==> config.mk <==
export PLATFORM = sky130hd
export DESIGN_NAME = tab_back
export DESIGN_NICKNAME = d
export VERILOG_FILES = /design/src/rtl/tiled_alpha_blend_core_defines.svh /design/src/rtl/tab_pkg.sv /design/src/rtl/tab_back.sv
export SDC_FILE = /design/constraint.sdc
export NUM_CORES = 1
export LEC_CHECK = 0
export BUFFER_PORTS_ARGS = -buffer_cell sky130_fd_sc_hd__buf_2
export CORE_MARGIN = 2
export CORE_UTILIZATION = 65
export CTS_CLUSTER_DIAMETER = 80
export DETAILED_ROUTE_END_ITERATION = 10
export PLACE_DENSITY_LB_ADDON = 0.12
export SLEW_MARGIN = 15
export SYNTH_ARGS = -nofsm -noshare
export SYNTH_HDL_FRONTEND = slang
export SYNTH_SLANG_ARGS = --single-unit
==> constraint.sdc <==
create_clock -name clock -period 18 [get_ports clock]
set_input_delay 4.5 -clock clock [delete_from_list [all_inputs] [get_ports clock]]
set_output_delay 4.5 -clock clock [all_outputs]
set_load 0.05 [all_outputs]
==> src/rtl/tiled_alpha_blend_core_defines.svh <==
// Assertion macros shared by the tiled alpha blend RTL.
`ifndef TILED_ALPHA_BLEND_CORE_DEFINES_SVH
`define TILED_ALPHA_BLEND_CORE_DEFINES_SVH

// Same-cycle implication, checked on every rising clock edge outside reset.
`define TAB_ASSERT_NOW(label, ante, cons, msg) \
   label: assert property (@(posedge clock) disable iff (reset) (ante) |-> (cons)) \
      else $error(msg);

// Next-cycle implication, checked on every rising clock edge outside reset.
`define TAB_ASSERT_NEXT(label, ante, cons, msg) \
   label: assert property (@(posedge clock) disable iff (reset) (ante) |=> (cons)) \
      else $error(msg);

`endif

==> src/rtl/tab_pkg.sv <==
// Shared types, constants and the per-channel blend function.
`default_nettype none

package tab_pkg;

   // Store and raster limits
   localparam int TILE_PIXELS_MAX = 4096;
   localparam int TILE_ADDR_W     = $clog2(TILE_PIXELS_MAX);
   localparam int LOAD_IDX_W      = $clog2(TILE_PIXELS_MAX + 1);
   localparam int LINE_MAX        = 4096;
   localparam int LINE_W          = $clog2(LINE_MAX + 1);
   localparam int COL_W           = $clog2(LINE_MAX);
   localparam int TILE_DIM_MAX    = 64;
   localparam int TILE_DIM_W      = $clog2(TILE_DIM_MAX + 1);
   localparam int TILE_POS_W      = $clog2(TILE_DIM_MAX);

   // Register and payload widths
   localparam int PIXEL_W         = 32;
   localparam int CHAN_W          = 8;
   localparam int CHANNELS        = PIXEL_W / CHAN_W;
   localparam int ALPHA_W         = 9;
   localparam int ALPHA_ONE       = 256;
   localparam int CSR_INDEX_W     = 2;
   localparam int CSR_DATA_W      = 13;

   // Reset values of the registers
   localparam logic [LINE_W-1:0]     IMAGE_WIDTH_RST = LINE_W'(640);
   localparam logic [TILE_DIM_W-1:0] TILE_WIDTH_RST  = TILE_DIM_W'(64);
   localparam logic [TILE_DIM_W-1:0] TILE_HEIGHT_RST = TILE_DIM_W'(64);
   localparam logic [ALPHA_W-1:0]    BLEND_ALPHA_RST = ALPHA_W'(51);

   // Queue between front and back
   localparam int QUEUE_DEPTH     = 4;
   localparam int QUEUE_PTR_W     = $clog2(QUEUE_DEPTH);
   localparam int QUEUE_CNT_W     = $clog2(QUEUE_DEPTH + 1);

   typedef enum logic [CSR_INDEX_W-1:0] {
      CSR_IMAGE_WIDTH = 2'd0,
      CSR_TILE_WIDTH  = 2'd1,
      CSR_TILE_HEIGHT = 2'd2,
      CSR_BLEND_ALPHA = 2'd3
   } csr_index_type;

   typedef enum logic {
      OP_LOAD  = 1'b0,
      OP_BLEND = 1'b1
   } op_type;

   // Clamped raster geometry handed to the front
   typedef struct packed {
      logic [LINE_W-1:0]     image_width;
      logic [TILE_DIM_W-1:0] tile_width;
      logic [TILE_DIM_W-1:0] tile_height;
   } geom_type;

   // One queued blend job
   typedef struct packed {
      logic [PIXEL_W-1:0] tile_pixel;
      logic [PIXEL_W-1:0] back_pixel;
   } blend_item_type;

   // Round-to-nearest Q1.8 mix of one channel
   function automatic logic [CHAN_W-1:0] blend_lane(input logic [CHAN_W-1:0] fg,
                                                    input logic [CHAN_W-1:0] bg,
                                                    input logic [ALPHA_W-1:0] alpha);
      logic [ALPHA_W-1:0]  inv_alpha;
      logic [17:0]         sum;
      logic [9:0]          quot;
      inv_alpha = ALPHA_W'(ALPHA_ONE) - alpha;
      sum  = 18'(fg) * 18'(alpha) + 18'(bg) * 18'(inv_alpha) + 18'd128;
      quot = sum[17:8];
      return (quot > 10'd255) ? {CHAN_W{1'b1}} : quot[CHAN_W-1:0];
   endfunction

endpackage

`default_nettype wire

==> src/rtl/tab_back.sv <==
// Back end: blends queued jobs and holds the result beat in an output register.
`default_nettype none

module tab_back
   import tab_pkg::*;
(
   input  wire logic                   clock,
   input  wire logic                   reset,
   input  wire logic [ALPHA_W-1:0]     alpha,
   input  wire logic [QUEUE_CNT_W-1:0] queue_level,
   input  wire blend_item_type         head_item,
   output      logic                   pop,
   output      logic                   rsp_valid,
   input  wire logic                   rsp_stall,
   output      logic [PIXEL_W-1:0]     rsp_blended_pixel
);

   logic               out_valid_ff, out_valid_in;
   logic [PIXEL_W-1:0] out_pixel_ff;
   logic [PIXEL_W-1:0] mixed;
   logic               slot_free;

   // Mix each byte lane on its own
   always_comb begin
      for (int lane = 0; lane < CHANNELS; lane++) begin
         mixed[lane*CHAN_W +: CHAN_W] = blend_lane(head_item.tile_pixel[lane*CHAN_W +: CHAN_W],
                                                   head_item.back_pixel[lane*CHAN_W +: CHAN_W],
                                                   alpha);
      end
   end

   // Pop when the output register is empty or being drained
   assign slot_free    = !out_valid_ff || !rsp_stall;
   assign pop          = slot_free && (queue_level != '0);
   assign out_valid_in = slot_free ? (queue_level != '0) : out_valid_ff;

   always_ff @(posedge clock) begin
      if (reset) begin
         out_valid_ff <= 1'b0;
      end else begin
         out_valid_ff <= out_valid_in;
      end
   end

   always_ff @(posedge clock) begin
      if (pop) begin
         out_pixel_ff <= mixed;
      end
   end

   assign rsp_valid         = out_valid_ff;
   assign rsp_blended_pixel = out_pixel_ff;

endmodule

`default_nettype wire

==> summary.txt <==
Global routing
  – Initial antenna violation count: 0
  – First-pass GRT wire length: 79780 µm
  – Largest net degree at the start of global routing: 63
  – Vias in the first global route: 16646
  – Total gr overflow: 0
  – Total GRT Usage: 29.60%

Critical path
  – Setup CP Type: primary input to flip-flop
  – Worst R2R End: rsp_blended_pixel[6]$_SDFFCE_PN1P_
  – Setup crit end kind: flip-flop
  – Critical Path AT: 12070 ps
  – Internal reg-to-reg setup slack: 16700 ps
  – Startpoint Class: primary input
  – Launch point of the worst reg-to-reg path: rsp_valid$_SDFFE_PP0P_
  – Reg2reg path depth: 2
  – Critical Path RT: 18020 ps
  – Worst Path Max Fanout: 62

CTS
  – Number of CTS-inserted buffers: 5
  – CTS sink cnt: 33
  – CTS Root Cell: clkbuf_16
  – Cts repair resizes: 0
  – Post-CTS Setup Repair Bufs: 0
  – CTS tree: yes
  – Clock-pin transition on the worst setup and hold timing paths: 50 ps
  – Clock latency at the later pin of the worst-skew pair: 300 ps
  – Htree depth: 2
  – Hold Buf Count CTS: 0
  – Clk buf depth: 2

Drt
  – Vias per cell: 5.451
  – Met2 Wirelength: 22330 µm
  – Drt drc: 0
  – Antenna viol nets, final: 0
  – Initial drt markers: 719
  – Total wire length: 46160 µm
  – Total number of vias: 15230
  – Avg WL per Cell: 16.52 µm
  – Max layer used: met4
  – DR WL met3: 2568 µm
  – Drt pass-1 iters: 5
  – Met1 wire length: 20470 µm

Finish
  – Layout cells sized above 1: 6.396%
  – NumNets Final: 3183
  – Area Overhead vs Synth: 4.957%
  – Most common cell after layout, fill and taps aside: inv_1
  – Ant diodes: 0
  – Most frequent cells in the layout: inv_1 (615), fa_1 (440), and2_1 (340)

Timing
  – Clock skew: 3.727 ps
  – Max Slew Vio Count: 0
  – Final Cycle Share: 66.95%
  – Worst-margin pin slew: 905.4 ps
  – Final Hold Fails: 0
  – Setup-failing EPs final: 0
  – Setup ws final: 5949 ps
  – RSZ-0062 raised after global routing: false
  – Relative slew slack: 39.64%
  – Hold slack final: 513.5 ps
  – Final min period: 12050 ps
  – Max Clk Rate: 82.98 MHz
  – Post-route setup TNS: 0 ps

Synthesis
  – Synth Register Bits: 33
  – Post-synthesis async set-or-reset flop share: 0%
  – Sequential area share after synthesis: 4.683%
  – Synth cell types: 63
  – Post-synth EDFFs: 32
  – Synth warn: 0
  – Syn_area_per_cell: 8.964 µm²
  – Syn Inst Count: 2337
  – Mapped Area: 20950 µm²
  – Ys flop type: edfxtp_1
  – Synthesized Nets: 3129

Die
  – Initial Util: 66.22%
  – Row count: 65
  – Core area: 31640 µm²
  – Die Y: 183.5 µm
  – Die Area: 33680 µm²
  – Width of the die: 183.5 µm
  – IO Count: 113

Hold path
  – Min-Delay Path Depth: 2
  – Worst hold endpoint: rsp_valid$_SDFFE_PP0P_
  – Hold_sp: rsp_valid$_SDFFE_PP0P_
  – Worst hold path type: flip-flop to flip-flop

Placement
  – RD Place Congestion: 0.8948
  – Port bufs: 112
  – Dpl ws: 5693 ps
  – Dpl hpwl: 37840 µm

Job
  – Max-cap violations: 0

Status
  – Status: complete, no violations
==> sequential cells by signal (all words and copies together), names as in the netlist <==
name               cells
rsp_blended_pixel     32
rsp_valid              1
==> how the worst max path moves through the flow <==
stage	start	endpoint	slack [ps]	cells past startpoint
CTS	alpha[0]	rsp_blended_pixel[2]$_SDFFCE_PN1P_	5990	25
finish	alpha[0]	rsp_blended_pixel[29]$_SDFFCE_PN1P_	5950	25
floorplan	queue_level[1]	pop	6660	2
global route	alpha[0]	rsp_blended_pixel[2]$_SDFFCE_PN1P_	5390	25
global placement	alpha[0]	rsp_blended_pixel[2]$_SDFFCE_PN1P_	5860	25
detailed placement	alpha[0]	rsp_blended_pixel[2]$_SDFFCE_PN1P_	5690	25
==> synth_stat cells, drive strengths merged (21+ instances only) <==
cell type  instances  share of area, %
buf               21              0.53
inv              615                11
and2             340                10
nand3             37              0.88
ha               273                16
clkbuf            60               1.1
fa               440                42
edfxtp            32               4.6
nand2            255               4.6
a21oi             45               1.1
xnor2             28               1.3
o21ai             28              0.67
==> per-stage QoR <==
stage	instances	cell area (µm²)	utilization, %
2_1_floorplan	2337	20950	-
4_1_cts	2794	21990	69.50
6_report	2794	21990	69.50
5_1_grt	2794	21990	69.50
3_3_place_gp	2786	21850	69.07
3_5_place_dp	2786	21850	69.07
==> cells by family (layout without fill, tap and decap cells) <==
logic type / count (synthesis) / count (layout) / share of synthesized area [%]
AOI/OAI and AO/OA: 163 / 163 / 5.286
xor gates and xnor gates: 39 / 39 / 1.720
and+or+nand+nor: 691 / 691 / 17.23
DFF: 33 / 33 / 4.683
adders and majority gates: 713 / 713 / 58.35
muxes: 2 / 2 / 0.09557
buffers and inverters: 696 / 751 / 12.63
==> worst max-delay path, cell delays in order <==
cell and delay (ps):
buf_2 90, buf_4 300, inv_1 160, ha_1 220
nand2_1 110, or3_1 380, or3_4 380, xnor2_4 690
nand2_1 200, fa_1 580, inv_1 60, fa_1 560
fa_1 440, fa_1 490, fa_1 510, inv_1 50
fa_1 490, inv_1 50, ha_1 320, a21oi_1 270
nor2b_1 70, o21ai_0 330, nand3_1 200, o211ai_2 380
o211ai_1 160
==> routing by layer <==
| metal | up-vias | global-route usage, % |
|---|---|---|
| li1 | 7087 | - |
| met1 | 7618 | 40.40 |
| met2 | 443 | 50.93 |
| met3 | 82 | 3.823 |
| met4 | 0 | 6.432 |
| met5 | - | 0 |
==> final cells by class <==
cell class	count	area, µm²
flip-flops and latches	33	980.9
fillers	2511	9649
repair buffers	128	680.7
multi-input cells	1608	17380
inverters	615	2308
well taps	402	503.0
clock buffers	8	136.4
Power is not shown: default switching activity piles up to over one toggle a cycle in this logic, so the estimate is an artifact.
