[src/rtl/tiled_alpha_blend_core_defines.svh]
// Assertion macros shared by the tiled alpha blend RTL.
`ifndef TILED_ALPHA_BLEND_CORE_DEFINES_SVH
`define TILED_ALPHA_BLEND_CORE_DEFINES_SVH

// Same-cycle implication, checked on every rising clock edge outside reset.
`define TAB_ASSERT_NOW(label, ante, cons, msg) \
   label: assert property (@(posedge clock) disable iff (reset) (ante) |-> (cons)) \
      else $error(msg);

// Next-cycle implication, checked on every rising clock edge outside reset.
`define TAB_ASSERT_NEXT(label, ante, cons, msg) \
   label: assert property (@(posedge clock) disable iff (reset) (ante) |=> (cons)) \
      else $error(msg);

`endif

[src/rtl/tab_pkg.sv]
// Shared types, constants and the per-channel blend function.
`default_nettype none

package tab_pkg;

   // Store and raster limits
   localparam int TILE_PIXELS_MAX = 4096;
   localparam int TILE_ADDR_W     = $clog2(TILE_PIXELS_MAX);
   localparam int LOAD_IDX_W      = $clog2(TILE_PIXELS_MAX + 1);
   localparam int LINE_MAX        = 4096;
   localparam int LINE_W          = $clog2(LINE_MAX + 1);
   localparam int COL_W           = $clog2(LINE_MAX);
   localparam int TILE_DIM_MAX    = 64;
   localparam int TILE_DIM_W      = $clog2(TILE_DIM_MAX + 1);
   localparam int TILE_POS_W      = $clog2(TILE_DIM_MAX);

   // Register and payload widths
   localparam int PIXEL_W         = 32;
   localparam int CHAN_W          = 8;
   localparam int CHANNELS        = PIXEL_W / CHAN_W;
   localparam int ALPHA_W         = 9;
   localparam int ALPHA_ONE       = 256;
   localparam int CSR_INDEX_W     = 2;
   localparam int CSR_DATA_W      = 13;

   // Reset values of the registers
   localparam logic [LINE_W-1:0]     IMAGE_WIDTH_RST = LINE_W'(640);
   localparam logic [TILE_DIM_W-1:0] TILE_WIDTH_RST  = TILE_DIM_W'(64);
   localparam logic [TILE_DIM_W-1:0] TILE_HEIGHT_RST = TILE_DIM_W'(64);
   localparam logic [ALPHA_W-1:0]    BLEND_ALPHA_RST = ALPHA_W'(51);

   // Queue between front and back
   localparam int QUEUE_DEPTH     = 4;
   localparam int QUEUE_PTR_W     = $clog2(QUEUE_DEPTH);
   localparam int QUEUE_CNT_W     = $clog2(QUEUE_DEPTH + 1);

   typedef enum logic [CSR_INDEX_W-1:0] {
      CSR_IMAGE_WIDTH = 2'd0,
      CSR_TILE_WIDTH  = 2'd1,
      CSR_TILE_HEIGHT = 2'd2,
      CSR_BLEND_ALPHA = 2'd3
   } csr_index_type;

   typedef enum logic {
      OP_LOAD  = 1'b0,
      OP_BLEND = 1'b1
   } op_type;

   // Clamped raster geometry handed to the front
   typedef struct packed {
      logic [LINE_W-1:0]     image_width;
      logic [TILE_DIM_W-1:0] tile_width;
      logic [TILE_DIM_W-1:0] tile_height;
   } geom_type;

   // One queued blend job
   typedef struct packed {
      logic [PIXEL_W-1:0] tile_pixel;
      logic [PIXEL_W-1:0] back_pixel;
   } blend_item_type;

   // Round-to-nearest Q1.8 mix of one channel
   function automatic logic [CHAN_W-1:0] blend_lane(input logic [CHAN_W-1:0] fg,
                                                    input logic [CHAN_W-1:0] bg,
                                                    input logic [ALPHA_W-1:0] alpha);
      logic [ALPHA_W-1:0]  inv_alpha;
      logic [17:0]         sum;
      logic [9:0]          quot;
      inv_alpha = ALPHA_W'(ALPHA_ONE) - alpha;
      sum  = 18'(fg) * 18'(alpha) + 18'(bg) * 18'(inv_alpha) + 18'd128;
      quot = sum[17:8];
      return (quot > 10'd255) ? {CHAN_W{1'b1}} : quot[CHAN_W-1:0];
   endfunction

endpackage

`default_nettype wire

[src/rtl/tab_fifo.sv]
// Short queue of blend jobs between the front and the back.
`default_nettype none
`include "tiled_alpha_blend_core_defines.svh"

module tab_fifo
   import tab_pkg::*;
(
   input  wire logic                   clock,
   input  wire logic                   reset,
   input  wire logic                   push,
   input  wire blend_item_type         push_item,
   input  wire logic                   pop,
   output      blend_item_type         head_item,
   output      logic [QUEUE_CNT_W-1:0] level
);

   blend_item_type           slot_ff [QUEUE_DEPTH];
   logic [QUEUE_PTR_W-1:0]   wr_ptr_ff, wr_ptr_in;
   logic [QUEUE_PTR_W-1:0]   rd_ptr_ff, rd_ptr_in;
   logic [QUEUE_CNT_W-1:0]   count_ff, count_in;

   // Advance pointers and count
   always_comb begin
      wr_ptr_in = push ? wr_ptr_ff + QUEUE_PTR_W'(1) : wr_ptr_ff;
      rd_ptr_in = pop  ? rd_ptr_ff + QUEUE_PTR_W'(1) : rd_ptr_ff;
      count_in  = count_ff;
      if (push && !pop) begin
         count_in = count_ff + QUEUE_CNT_W'(1);
      end else if (pop && !push) begin
         count_in = count_ff - QUEUE_CNT_W'(1);
      end
   end

   always_ff @(posedge clock) begin
      if (reset) begin
         wr_ptr_ff <= '0;
         rd_ptr_ff <= '0;
         count_ff  <= '0;
      end else begin
         wr_ptr_ff <= wr_ptr_in;
         rd_ptr_ff <= rd_ptr_in;
         count_ff  <= count_in;
      end
   end

   // Store pushed beats
   always_ff @(posedge clock) begin
      if (push) begin
         slot_ff[wr_ptr_ff] <= push_item;
      end
   end

   assign head_item = slot_ff[rd_ptr_ff];
   assign level     = count_ff;

   `TAB_ASSERT_NOW(a_no_overflow, push && !pop, count_ff < QUEUE_CNT_W'(QUEUE_DEPTH), "queue overflow")
   `TAB_ASSERT_NOW(a_no_underflow, pop, count_ff != '0, "queue underflow")

endmodule

`default_nettype wire

[config.mk]
export PLATFORM = sky130hd
export DESIGN_NAME = tab_fifo
export DESIGN_NICKNAME = d
export VERILOG_FILES = /design/src/rtl/tab_pkg.sv /design/src/rtl/tab_fifo.sv
export VERILOG_INCLUDE_DIRS = /design/src /design/src/rtl
export SDC_FILE = /design/constraint.sdc
export NUM_CORES = 1
export LEC_CHECK = 0
export ABC_CLOCK_PERIOD_IN_PS = 6100
export BUFFER_PORTS_ARGS = -buffer_cell sky130_fd_sc_hd__buf_2
export CAP_MARGIN = 0
export CORE_ASPECT_RATIO = 1.1
export CORE_MARGIN = 3
export CORE_UTILIZATION = 30
export CTS_BUF_LIST = sky130_fd_sc_hd__clkbuf_8
export CTS_CLUSTER_DIAMETER = 200
export CTS_CLUSTER_SIZE = 30
export DETAILED_ROUTE_END_ITERATION = 6
export SLEW_MARGIN = 20
export SYNTH_ARGS = -nofsm -noshare
export SYNTH_HDL_FRONTEND = slang
export SYNTH_SLANG_ARGS = --single-unit
[constraint.sdc]
create_clock -name clock -period 6.1 [get_ports clock]
set_input_delay 1.22 -clock clock [delete_from_list [all_inputs] [get_ports clock]]
set_output_delay 1.22 -clock clock [all_outputs]
set_load 0.05 [all_outputs]
==> impl_metrics.env <==
export IMPL_synth_xor_area_frac=0.00450
export IMPL_dp_hpwl_um=10400
export IMPL_syn_nets=450
export IMPL_ys_warn_count=0
export IMPL_crit_fanout=39
export IMPL_reg2reg_from="wr_ptr_ff[0]"
export IMPL_antenna_cells=0
export IMPL_tns_ns=0
export IMPL_finalSetupViolCount=0
export IMPL_synthSimpleGateAreaFrac=0.00630
export IMPL_grt_overflow_total=0
export IMPL_finClkSkew_ns=0.0188
export IMPL_ys_ff_latch=265
export IMPL_dr_pass1_iters=4
export IMPL_cts_buffers=12
export IMPL_syn_to_final_growth_pct=13.6
export IMPL_clock_sinks=265
export IMPL_grt_pass1_vias=4667
export IMPL_fp_dieW_um=178
export IMPL_drc=0
export IMPL_slew_headroom=0.296
export IMPL_synthAdderAreaFrac=0.00849
export IMPL_cts_tree="done"
export IMPL_n_fill_cell=2970
export IMPL_antenna_found_initial=2
export IMPL_slew_violations=0
export IMPL_endpoint_kind="output port"
export IMPL_clk_pin_slew_ns=0.16
export IMPL_post_dp_cell_area_sq_um=10800
export IMPL_reg2regPathDepth=3
export IMPL_min_delay_start="level[2]"
export IMPL_max_stage_delay_ns=0.91
export IMPL_final_nets=587
export IMPL_ctsResizeCount=0
export IMPL_post_cts_setup_buffer_count=0
export IMPL_core_sq_um=31700
export IMPL_portBuffers=134
export IMPL_drive_above_1_share=0.420
export IMPL_initial_core_util=0.307
export IMPL_crit_type="reg2out"
export IMPL_gr_usage_all_layers=0.104
export IMPL_row_count=68
export IMPL_grt_max_degree=65
export IMPL_wl_per_cell_um=19.1
export IMPL_start_kind="register"
export IMPL_ant_nets=0
export IMPL_hold_violations=0
export IMPL_synthCells=376
export IMPL_cts_hold_buf=0
export IMPL_cts_htree_levels=1
export IMPL_syn_area_sq_um=9730
export IMPL_min_to="level[2]"
export IMPL_arrival_ns=2.89
export IMPL_status="completed"
export IMPL_synthesis_area_per_instance_sq_um=25.9
export IMPL_crit_buf_inv=2
export IMPL_multi_input_area_sq_um=1680
export IMPL_drtIter0Drc=314
export IMPL_grt_pass1_wl_um=27500
export IMPL_worst_hold_path_type="reg2reg"
export IMPL_vias_per_cell=4.47
export IMPL_cts_root_buf="clkbuf_8"
export IMPL_power_uw=3390
export IMPL_place_congestion=0.666
export IMPL_finalCriticalPeriod_ns=4.11
export IMPL_dieArea_sq_um=34600
export IMPL_synth_top_family_by_area="multiplexers"
export IMPL_hold_depth=2
export IMPL_synth_mux_area_frac=0.152
export IMPL_cp_slowest_cell="dfxtp_4"
export IMPL_seq_area_frac_synth=0.809
export IMPL_finalInstanceArea_sq_um=11100
export IMPL_drv_cap=0
export IMPL_routed_wirelength_um=18000
export IMPL_r2r_end="slot_ff[2][57]"
export IMPL_rrSetupSlack_ns=4.24
export IMPL_synth_compound_area_share=0.00103
export IMPL_vias=4200
export IMPL_timing_fmax_mhz=243
export IMPL_power_density_nw_per_um2=307
export IMPL_period_share=0.674
export IMPL_stdcell_count=939
export IMPL_cp_required_ns=4.88
export IMPL_cp_cell_sequence="buf_4 -> mux4_2 -> buf_2"
export IMPL_worstMarginPinSlew_ns=1.06
export IMPL_num_io_pins=135
export IMPL_rsz0062_at_grt="no"
export IMPL_yosys_cell_types_count=21
export IMPL_cpLargestDelayFamily="flip-flops"
export IMPL_final_util=0.349
export IMPL_seqCellArea_sq_um=7880
export IMPL_die_h_um=195
export IMPL_leakage_uw=0.00361
export IMPL_dp_cells=916
export IMPL_clockBufferDepth=3
export IMPL_vdd_drop_max_v=0.000251
export IMPL_insertion_delay_ns=0.54
## report_power, final
part	switching, uW	internal (uW)	total [uW]
logic	385	174	559
clock network	490	202	692
registers	52.1	2090	2140
total	927	2460	3390
## worst max path at each step
stage,startpoint,endpoint,slack [ns],depth (start not counted)
finish,register,head_item[39],1.99,3
global route,register,head_item[39],1.65,3
CTS,register,head_item[39],1.81,3
detailed placement,register,head_item[39],2.44,3
global placement,register,head_item[39],2.47,3
floorplan,push,slot_ff[0][0],2.94,1
## Yosys cell counts
cell	n	share of area
mux2i_1	2	0.0021
or3_1	1	0.00064
ha_1	5	0.0064
and2_1	4	0.0026
buf_2	6	0.0031
buf_6	1	0.0012
inv_1	4	0.0015
clkbuf_1	1	0.00039
mux4_2	60	0.14
xor2_1	3	0.0027
o21ai_0	1	0.00051
nor2_1	7	0.0027
nand2_1	1	0.00039
dfxtp_1	9	0.019
xnor2_1	2	0.0018
fa_1	1	0.0021
mux4_1	4	0.011
buf_12	6	0.012
edfxtp_1	256	0.79
a21oi_1	1	0.00051
clkbuf_2	1	0.00051
## kinds of logic after synthesis
family / Yosys count
AOI/OAI and AO/OA: 2
xor gates and xnor gates: 5
adders and majority gates: 6
buffers and inverters: 19
DFF: 265
muxes: 66
and+or+nand+nor: 13
## routing by layer
| metal | wire, um | track usage | vias up | share of wire |
|---|---|---|---|---|
| met5 | 24 | 0 | - | 0.0013 |
| met3 | 1150 | 0.0277 | 17 | 0.064 |
| li1 | - | - | 1854 | - |
| met2 | 9170 | 0.181 | 91 | 0.51 |
| met1 | 7390 | 0.130 | 2234 | 0.41 |
| met4 | 218 | 0.0192 | 4 | 0.012 |
## worst reg2reg max path, cell delays in order (launching register included)
cell	delay, ns
dfxtp_1	0.38
inv_1	0.10
ha_1	0.15
and2_4	0.84
## stage by stage
stage / worst slack, ns / hold slack (ns)
2_1_floorplan: 2.94 / 0.485
3_3_place_gp: 2.47 / 0.467
3_5_place_dp: 2.44 / 0.494
4_1_cts: 1.81 / 0.518
5_1_grt: 1.65 / 0.553
6_report: 1.99 / 0.515
## placed cells by master, fill, tap and decap left out, drive strengths merged
master and count:
o21ai 1, buf 138, clkbuf 13, nand2 1
or3 1, nor2 7, mux2i 2, and2 4
xor2 3, edfxtp 256, inv 10, a21oi 1
fa 1, mux4 64, ha 5, xnor2 2
clkinvlp 1, dfxtp 9
## cell type report
cell class | count | share of cell area
inverter | 4 | 0.00136
sequential | 265 | 0.712
multi-input combinational | 92 | 0.152
clock buffer | 13 | 0.0162
tap | 420 | 0.0475
timing repair buffer | 138 | 0.0675
clock inverter | 7 | 0.00272
## sequential cells by signal, indices dropped and copies added, names as in the netlist, named ones only
| register | count |
|---|---|
| level | 3 |
| wr_ptr_ff | 2 |
| rd_ptr_ff | 2 |
| slot_ff | 256 |
Note: power is estimated with default switching activity, not from simulation.
